<file path="src/rtl/etl_pkg.sv">
// Shared types, constants and character classification for the expression token lexer.
// No dependencies; every rtl file imports this package.

package etl_pkg;

    // Offset counter width and token field widths
    localparam int OFFSET_BITS = 16;
    localparam int FIELD_W     = 16;
    localparam int KIND_W      = 4;

    // Lexer states
    localparam logic [2:0] ST_IDLE  = 3'd0;
    localparam logic [2:0] ST_IDENT = 3'd1;
    localparam logic [2:0] ST_INT   = 3'd2;
    localparam logic [2:0] ST_FRAC  = 3'd3;
    localparam logic [2:0] ST_DOTP  = 3'd4;

    // Token kinds
    localparam logic [KIND_W-1:0] K_PLUS    = 4'd0;
    localparam logic [KIND_W-1:0] K_MINUS   = 4'd1;
    localparam logic [KIND_W-1:0] K_STAR    = 4'd2;
    localparam logic [KIND_W-1:0] K_SLASH   = 4'd3;
    localparam logic [KIND_W-1:0] K_CARET   = 4'd4;
    localparam logic [KIND_W-1:0] K_PERCENT = 4'd5;
    localparam logic [KIND_W-1:0] K_LPAREN  = 4'd6;
    localparam logic [KIND_W-1:0] K_RPAREN  = 4'd7;
    localparam logic [KIND_W-1:0] K_COMMA   = 4'd8;
    localparam logic [KIND_W-1:0] K_DOT     = 4'd9;
    localparam logic [KIND_W-1:0] K_EQUAL   = 4'd10;
    localparam logic [KIND_W-1:0] K_PIPE    = 4'd11;
    localparam logic [KIND_W-1:0] K_NUMBER  = 4'd12;
    localparam logic [KIND_W-1:0] K_IDENT   = 4'd13;
    localparam logic [KIND_W-1:0] K_EOF     = 4'd14;

    // Character codes
    localparam logic [7:0] CH_PLUS    = 8'h2B;
    localparam logic [7:0] CH_MINUS   = 8'h2D;
    localparam logic [7:0] CH_STAR    = 8'h2A;
    localparam logic [7:0] CH_SLASH   = 8'h2F;
    localparam logic [7:0] CH_CARET   = 8'h5E;
    localparam logic [7:0] CH_PERCENT = 8'h25;
    localparam logic [7:0] CH_LPAREN  = 8'h28;
    localparam logic [7:0] CH_RPAREN  = 8'h29;
    localparam logic [7:0] CH_COMMA   = 8'h2C;
    localparam logic [7:0] CH_POINT   = 8'h2E;
    localparam logic [7:0] CH_EQUAL   = 8'h3D;
    localparam logic [7:0] CH_PIPE    = 8'h7C;
    localparam logic [7:0] CH_UNDER   = 8'h5F;
    localparam logic [7:0] CH_ZERO    = 8'h30;
    localparam logic [7:0] CH_NINE    = 8'h39;
    localparam logic [7:0] CH_LO_A    = 8'h61;
    localparam logic [7:0] CH_LO_Z    = 8'h7A;
    localparam logic [7:0] CH_UP_A    = 8'h41;
    localparam logic [7:0] CH_UP_Z    = 8'h5A;

    // Offset saturation limit
    localparam logic [OFFSET_BITS-1:0] OFS_MAX = {OFFSET_BITS{1'b1}};

    // Token queue depth between front and back
    localparam int QDEPTH = 4;
    localparam int QPTR_W = $clog2(QDEPTH);
    localparam int QCNT_W = $clog2(QDEPTH + 1);

    // One result token
    typedef struct packed {
        logic [KIND_W-1:0]  kind;
        logic [FIELD_W-1:0] start;
        logic [FIELD_W-1:0] length;
        logic               last;
    } token_t;

    // All tokens caused by one input item: one, or two when two is set
    typedef struct packed {
        logic   two;
        token_t tok0;
        token_t tok1;
    } entry_t;

    function automatic logic is_digit(input logic [7:0] c);
        return (c >= CH_ZERO) && (c <= CH_NINE);
    endfunction

    function automatic logic is_alpha(input logic [7:0] c);
        return ((c >= CH_LO_A) && (c <= CH_LO_Z)) || ((c >= CH_UP_A) && (c <= CH_UP_Z));
    endfunction

    // Map a single-character token; valid low when the byte is not one
    function automatic logic [KIND_W:0] single_kind(input logic [7:0] c);
        logic [KIND_W:0] r;
        case (c)
            CH_PLUS:    r = {1'b1, K_PLUS};
            CH_MINUS:   r = {1'b1, K_MINUS};
            CH_STAR:    r = {1'b1, K_STAR};
            CH_SLASH:   r = {1'b1, K_SLASH};
            CH_CARET:   r = {1'b1, K_CARET};
            CH_PERCENT: r = {1'b1, K_PERCENT};
            CH_LPAREN:  r = {1'b1, K_LPAREN};
            CH_RPAREN:  r = {1'b1, K_RPAREN};
            CH_COMMA:   r = {1'b1, K_COMMA};
            CH_EQUAL:   r = {1'b1, K_EQUAL};
            CH_PIPE:    r = {1'b1, K_PIPE};
            default:    r = {1'b0, K_PLUS};
        endcase
        return r;
    endfunction

    // Low field bits of an offset, zero-extended where the offset is narrower
    function automatic logic [FIELD_W-1:0] to_field(input logic [OFFSET_BITS-1:0] v);
        logic [OFFSET_BITS+FIELD_W-1:0] ext;
        ext = {{FIELD_W{1'b0}}, v};
        return ext[FIELD_W-1:0];
    endfunction

endpackage

</file>
<file path="src/rtl/expression_token_lexer_top.sv">
// Expression token lexer: one source item accepted per cycle while the queue has room.
// An item's tokens pass through the four-entry queue into the output register, which
// drains one token per cycle while pop is held; the queue absorbs an item that yields two
// tokens. Items are taken one per cycle while the queue has room.
// Reset (rst_n, asynchronous): queue and output empty, lexer idle, offset zero.
// Depends on etl_pkg, etl_front, etl_queue and etl_back.

module expression_token_lexer_top
    import etl_pkg::*;
(
    input  logic               clk,
    input  logic               rst_n,
    input  logic               push,
    output logic               full,
    input  logic               mode,
    input  logic [7:0]         char_code,
    output logic               empty,
    input  logic               pop,
    output logic [KIND_W-1:0]  token_kind,
    output logic [FIELD_W-1:0] token_start,
    output logic [FIELD_W-1:0] token_length,
    output logic               last_of_run
);

    logic   accept;
    logic   entry_valid;
    entry_t entry;
    entry_t q_entry;
    logic   q_valid;
    logic   q_take;
    token_t out_tok;

    assign accept = push && !full;

    etl_front u_front
    (
        .clk         (clk),
        .rst_n       (rst_n),
        .accept      (accept),
        .mode        (mode),
        .char_code   (char_code),
        .entry_valid (entry_valid),
        .entry       (entry)
    );

    etl_queue u_queue
    (
        .clk       (clk),
        .rst_n     (rst_n),
        .wr_en     (entry_valid),
        .wr_entry  (entry),
        .full      (full),
        .rd_en     (q_take),
        .rd_entry  (q_entry),
        .not_empty (q_valid)
    );

    etl_back u_back
    (
        .clk     (clk),
        .rst_n   (rst_n),
        .q_valid (q_valid),
        .q_entry (q_entry),
        .q_take  (q_take),
        .pop     (pop),
        .empty   (empty),
        .out_tok (out_tok)
    );

    assign token_kind   = out_tok.kind;
    assign token_start  = out_tok.start;
    assign token_length = out_tok.length;
    assign last_of_run  = out_tok.last;

endmodule

</file>
<file path="src/rtl/etl_front.sv">
// Front end of the expression token lexer: accepts items, classifies characters,
// tracks lexer state and offsets, and emits one queue entry per token-producing item.
// Depends on etl_pkg.

module etl_front
    import etl_pkg::*;
(
    input  logic                clk,
    input  logic                rst_n,
    input  logic                accept,
    input  logic                mode,
    input  logic [7:0]          char_code,
    output logic                entry_valid,
    output entry_t              entry
);

    logic [2:0]             state_reg, state_next;
    logic [OFFSET_BITS-1:0] start_reg, start_next;
    logic [OFFSET_BITS-1:0] pos_reg, pos_next;

    logic             flush_valid;
    logic [KIND_W-1:0] flush_kind;
    logic             flush_dot;
    logic             cont;
    logic             new_valid;
    logic [KIND_W-1:0] new_kind;
    logic [FIELD_W-1:0] new_len;
    logic [KIND_W:0]  single;
    logic [OFFSET_BITS-1:0] pend_len;
    token_t           flush_tok, new_tok;

    assign single   = single_kind(char_code);
    assign pend_len = pos_reg - start_reg;

    // Classify the item against the pending token
    always_comb
    begin
        state_next  = state_reg;
        start_next  = start_reg;
        pos_next    = (pos_reg != OFS_MAX) ? pos_reg + 1'b1 : pos_reg;
        flush_valid = 1'b0;
        flush_kind  = K_IDENT;
        flush_dot   = 1'b0;
        cont        = 1'b0;
        new_valid   = 1'b0;
        new_kind    = K_EOF;
        new_len     = '0;

        case (state_reg)
            ST_IDENT:
            begin
                flush_kind = K_IDENT;
                if (is_alpha(char_code) || is_digit(char_code) || char_code == CH_UNDER)
                    cont = 1'b1;
                else
                    flush_valid = 1'b1;
            end
            ST_INT:
            begin
                flush_kind = K_NUMBER;
                if (is_digit(char_code))
                    cont = 1'b1;
                else if (char_code == CH_POINT)
                begin
                    cont       = 1'b1;
                    state_next = ST_FRAC;
                end
                else
                    flush_valid = 1'b1;
            end
            ST_FRAC:
            begin
                flush_kind = K_NUMBER;
                if (is_digit(char_code))
                    cont = 1'b1;
                else
                    flush_valid = 1'b1;
            end
            ST_DOTP:
            begin
                flush_kind = K_DOT;
                flush_dot  = 1'b1;
                if (is_digit(char_code))
                begin
                    cont       = 1'b1;
                    state_next = ST_FRAC;
                end
                else
                    flush_valid = 1'b1;
            end
            default:
            begin
                flush_kind = K_IDENT;
            end
        endcase

        // Start a new token when the pending one did not continue
        if (!cont)
        begin
            state_next = ST_IDLE;
            if (single[KIND_W])
            begin
                new_valid = 1'b1;
                new_kind  = single[KIND_W-1:0];
                new_len   = {{(FIELD_W-1){1'b0}}, 1'b1};
            end
            else if (char_code == CH_POINT)
            begin
                state_next = ST_DOTP;
                start_next = pos_reg;
            end
            else if (is_digit(char_code))
            begin
                state_next = ST_INT;
                start_next = pos_reg;
            end
            else if (is_alpha(char_code))
            begin
                state_next = ST_IDENT;
                start_next = pos_reg;
            end
        end

        // End of source: flush anything pending, emit EOF, rewind
        if (mode)
        begin
            flush_valid = (state_reg != ST_IDLE);
            new_valid   = 1'b1;
            new_kind    = K_EOF;
            new_len     = '0;
            state_next  = ST_IDLE;
            start_next  = '0;
            pos_next    = '0;
        end
    end

    // Build the tokens of this item
    always_comb
    begin
        flush_tok.kind   = flush_kind;
        flush_tok.start  = to_field(start_reg);
        flush_tok.length = flush_dot ? {{(FIELD_W-1){1'b0}}, 1'b1} : to_field(pend_len);
        flush_tok.last   = !new_valid;

        new_tok.kind     = new_kind;
        new_tok.start    = to_field(pos_reg);
        new_tok.length   = new_len;
        new_tok.last     = 1'b1;

        entry.two   = flush_valid && new_valid;
        entry.tok0  = flush_valid ? flush_tok : new_tok;
        entry.tok1  = new_tok;
        entry_valid = accept && (flush_valid || new_valid);
    end

    // Advance lexer state on each accepted item
    always_ff @(posedge clk or negedge rst_n)
    begin
        if (!rst_n)
        begin
            state_reg <= ST_IDLE;
            start_reg <= '0;
            pos_reg   <= '0;
        end
        else if (accept)
        begin
            state_reg <= state_next;
            start_reg <= start_next;
            pos_reg   <= pos_next;
        end
    end

endmodule

</file>
<file path="src/rtl/etl_queue.sv">
// Short entry queue between the lexer front and the token output stage.
// Depends on etl_pkg.

module etl_queue
    import etl_pkg::*;
(
    input  logic   clk,
    input  logic   rst_n,
    input  logic   wr_en,
    input  entry_t wr_entry,
    output logic   full,
    input  logic   rd_en,
    output entry_t rd_entry,
    output logic   not_empty
);

    entry_t              slot_reg [QDEPTH];
    logic [QPTR_W-1:0]   wr_ptr_reg, wr_ptr_next;
    logic [QPTR_W-1:0]   rd_ptr_reg, rd_ptr_next;
    logic [QCNT_W-1:0]   cnt_reg, cnt_next;
    logic                do_wr, do_rd;

    assign full      = (cnt_reg == QCNT_W'(QDEPTH));
    assign not_empty = (cnt_reg != '0);
    assign do_wr     = wr_en && !full;
    assign do_rd     = rd_en && not_empty;
    assign rd_entry  = slot_reg[rd_ptr_reg];

    // Advance pointers and occupancy
    always_comb
    begin
        wr_ptr_next = do_wr ? wr_ptr_reg + 1'b1 : wr_ptr_reg;
        rd_ptr_next = do_rd ? rd_ptr_reg + 1'b1 : rd_ptr_reg;
        cnt_next    = cnt_reg;
        if (do_wr && !do_rd)
            cnt_next = cnt_reg + 1'b1;
        else if (do_rd && !do_wr)
            cnt_next = cnt_reg - 1'b1;
    end

    always_ff @(posedge clk or negedge rst_n)
    begin
        if (!rst_n)
        begin
            wr_ptr_reg <= '0;
            rd_ptr_reg <= '0;
            cnt_reg    <= '0;
        end
        else
        begin
            wr_ptr_reg <= wr_ptr_next;
            rd_ptr_reg <= rd_ptr_next;
            cnt_reg    <= cnt_next;
        end
    end

    // Hold entry storage
    always_ff @(posedge clk)
    begin
        if (do_wr)
            slot_reg[wr_ptr_reg] <= wr_entry;
    end

endmodule

</file>
<file path="src/rtl/etl_back.sv">
// Back end of the expression token lexer: takes queue entries and hands out
// their tokens one at a time from an output register. Depends on etl_pkg.

module etl_back
    import etl_pkg::*;
(
    input  logic   clk,
    input  logic   rst_n,
    input  logic   q_valid,
    input  entry_t q_entry,
    output logic   q_take,
    input  logic   pop,
    output logic   empty,
    output token_t out_tok
);

    logic   out_valid_reg, out_valid_next;
    logic   pend_reg, pend_next;
    token_t out_reg, out_next;
    token_t second_reg, second_next;
    logic   popped;
    logic   free;

    assign popped = pop && out_valid_reg;
    assign free   = !out_valid_reg || (popped && !pend_reg);
    assign q_take = free && q_valid;
    assign empty  = !out_valid_reg;
    assign out_tok = out_reg;

    // Load a new entry, or advance to the held second token
    always_comb
    begin
        out_valid_next = out_valid_reg;
        pend_next      = pend_reg;
        out_next       = out_reg;
        second_next    = second_reg;
        if (popped && pend_reg)
        begin
            out_next  = second_reg;
            pend_next = 1'b0;
        end
        else if (free)
        begin
            out_valid_next = q_valid;
            if (q_valid)
            begin
                out_next    = q_entry.tok0;
                second_next = q_entry.tok1;
                pend_next   = q_entry.two;
            end
        end
    end

    always_ff @(posedge clk or negedge rst_n)
    begin
        if (!rst_n)
        begin
            out_valid_reg <= 1'b0;
            pend_reg      <= 1'b0;
        end
        else
        begin
            out_valid_reg <= out_valid_next;
            pend_reg      <= pend_next;
        end
    end

    // Hold token payloads
    always_ff @(posedge clk)
    begin
        out_reg    <= out_next;
        second_reg <= second_next;
    end

endmodule
</file>
<file path="config.mk">
export PLATFORM = sky130hd
export DESIGN_NAME = expression_token_lexer_top
export DESIGN_NICKNAME = d
export VERILOG_FILES = /design/src/rtl/etl_pkg.sv /design/src/rtl/expression_token_lexer_top.sv /design/src/rtl/etl_front.sv /design/src/rtl/etl_queue.sv /design/src/rtl/etl_back.sv
export SDC_FILE = /design/constraint.sdc
export NUM_CORES = 1
export LEC_CHECK = 0
export BUFFER_PORTS_ARGS = -buffer_cell sky130_fd_sc_hd__buf_2
export CORE_ASPECT_RATIO = 0.6
export CORE_UTILIZATION = 25
export DETAILED_ROUTE_END_ITERATION = 10
export GPL_TIMING_DRIVEN = 0
export SLEW_MARGIN = 20
export SYNTH_ARGS = -nofsm -noshare
export SYNTH_HDL_FRONTEND = slang
export SYNTH_SLANG_ARGS = --single-unit
</file>
<file path="constraint.sdc">
create_clock -name clk -period 4.05 [get_ports clk]
set_input_delay 0.81 -clock clk [delete_from_list [all_inputs] [get_ports clk]]
set_output_delay 0.81 -clock clk [all_outputs]
set_load 0.1 [all_outputs]
</file>
==> qor.yml <==
clk_pin_slew_worst_paths_ps: 70
power_switching_w: 0.004717
synth_area_leaders: "edfxtp_1 (62%), mux4_2 (9.3%), dfrtp_1 (7.7%), mux2_2 (3.2%), ha_1 (1.8%)"
drc_errors: 0
synth_cell_types: 63
drive_gt1_share_pct: 25.87
fmax_mhz: 305.3
seqPwrFrac_pct: 40.0
grt_first_pass_wirelength_mm: 49.26
min_period_over_period_pct: 80.88
routed_wl_mm: 32.44
combinationalPowerShare_pct: 36.9
final_util_pct: 29.70
clkLatencyLatePin_ps: 580
synthMuxAreaShare_pct: 13.97
drtIter0Drc: 694
start_util_pct: 25.48
ys_ff_latch: 338
critical_path_required_ps: 4340
slew_headroom_pct: 36.36
leakage_nw: 5.793
design.die.area_um2: 58310
hpwlAfterDp_mm: 22.27
fin_area_um2: 16710
hold_viol: 0
yosys_warnings: 0
synth-compound-area-share_pct: 3.641
fp.dieH_um: 187.5
intPower_w: 0.007775
nFillCells: 5533
grt_max_degree: 45
gr-usage-all-layers_pct: 11.15
nNetsFinal: 960
largest_register_ffs: 236
cp-end-kind: "flop"
hold_path_class: "in2async"
synthXorXnorAreaFrac_pct: 1.895
place_ws_ps: 160.6
fin_skew_ps: 12.69
synth_nets: 872
synth_fa_ha_area_share_pct: 2.113
post_cts_resize_count: 0
area_growth_pct: 16.59
grt_antenna_before_repair: 1
switching_share_pct: 37.76
placed_area_um2: 15720
start_kind: "flop"
synth_most_common_cell: "edfxtp_1"
synth-main-ff-cell: "edfxtp_1"
clock_path_buffers: 3
setup_violations: 0
worst-path-max-fanout: 10
yosysTopAreaCell: "edfxtp_1"
cts_buffers: 29
maxCapViolations: 0
firstDrtPassIters: 5
grt_pass1_vias: 7629
synth-simple-area-share_pct: 7.125
cp.arrival_ps: 3570
postSynthCellCount: 836
die_w_um: 311.1
avgSynthCellArea_um2: 17.14
run_status: "finished, final reports clean"
fp-row-count: 67
via_per_inst: 4.465
vias: 7621
ios: 52
clkPwrFrac_pct: 23.2
rsz0062_at_grt: "no"
htreeDepth: 1
power.density_nw_per_um2: 747.7
synth.top_cell.area_share_pct: 61.61
cts_tree: "done"
crit_type: "reg2reg"
synth_seq_area_share_pct: 69.29
wire_per_inst_um: 19.01
root_buffer: "clkbuf_16"
r2r_cells: 10
cts_sinks: 338
setup_slack_ps: 774.3
ant_nets: 0
post_cts_buffers: 0
max-vdd-ir-drop_mv: 0.5520
worstMarginPinSlew_ps: 947.2
min_period_ps: 3276
synth_edf_count: 294
synth.cells.most_frequent: "edfxtp_1 (294), mux4_2 (59), dfrtp_1 (44)"
grt.overflow.total: 0
place.gp.congestion: 0.8419
async_flop_share_pct: 13.02
synth.cell_area_um2: 14330
portBuffers: 50
synth_top_family_by_area: "multiplexers"
slew_viol_final: 0
core_um2: 56250
finalSetupTns_ps: 0
ctsHoldBuffers: 0
==> per-stage QoR <==
step                      hold slack (ps)  total power [W]  instances
final                               246.6          0.01249       1707
after global routing                277.2          0.01306       1706
after CTS                           467.6          0.01265       1706
after detailed placement            477.8         0.009739       1652
after global placement              469.8         0.009596       1645
after floorplan                     454.3         0.008494        836
==> logic make-up after synthesis <==
group                    count (synthesis)
AO/OA/AOI/OAI                           75
XOR/XNOR                                31
adder cells (fa/ha/maj)                 23
buffers and inverters                   64
flip-flops                             338
multiplexers                           121
AND/OR/NAND/NOR                        184
==> power by group through the flow <==
stage / clock network (W) / logic [W] / registers, W
after floorplan: 0 / 0.00207 / 0.00643
after global placement: 0 / 0.00448 / 0.00511
after detailed placement: 0 / 0.00466 / 0.00508
after CTS: 0.00295 / 0.00468 / 0.00502
after global routing: 0.00309 / 0.00490 / 0.00507
final: 0.00289 / 0.00461 / 0.00499
==> layout make-up <==
class / count / area [um2] / share of cell area (%)
timing repair buffer: 57 / 415.4 / 2.486
clock buffer: 37 / 775.7 / 4.643
sequential: 338 / 9930 / 59.43
antenna: 1 / 2.502 / 0.01498
multi-input combinational: 434 / 4148 / 24.83
buffer: 33 / 167.7 / 1.004
tap: 759 / 949.7 / 5.684
inverter: 31 / 116.4 / 0.6965
clock inverter: 17 / 202.7 / 1.213
==> final timing paths <==
kind,slack [ps],end,startpoint
worst max register to register,770,u_queue.slot_reg[2][51]$_DFFE_PP_,u_front.pos_reg[0]$_DFFE_PN0P_
worst min register to register,490,u_queue.cnt_reg[2]$_DFFE_PN0P_,u_queue.cnt_reg[2]$_DFFE_PN0P_
min in group clk,490,u_queue.cnt_reg[2]$_DFFE_PN0P_,u_queue.cnt_reg[2]$_DFFE_PN0P_
worst max-delay path,770,u_queue.slot_reg[2][51]$_DFFE_PP_,u_front.pos_reg[0]$_DFFE_PN0P_
max in group asynchronous,3360,u_front.start_reg[10]$_DFFE_PN0P_,rst_n
worst min-delay path,250,u_queue.cnt_reg[1]$_DFFE_PN0P_,rst_n
==> critical path: stages (launching register included) <==
cell      delay [ps]
dfrtp_1          520
inv_1            150
ha_1             210
inv_1             60
fa_1             420
a211oi_1         290
o21ai_0          200
a31o_2           300
a31oi_1          220
o21ai_0          150
mux2i_1          470
==> layout by cell type, fill, tap and decap left out, drive strengths merged, types with 8 or more instances in the layout <==
master  count
buf        75
ha         21
mux2       42
o21ai      25
a21oi      14
xor2       21
edfxtp    294
mux4       59
xnor2      10
and2       26
and3        8
dfrtp      44
nand3      14
nor2       42
nand2      34
clkinv     12
clkbuf     52
nand2b     22
mux2i      20
inv        32
==> per-layer routing <==
metal / track usage [%] / share of wire, %
met1: 17.22 / 51
met2: 15.44 / 41
met3: 2.971 / 6.9
met4: 2.160 / 1.5
met5: 0 / 0
(Power assumes the default switching activity.)
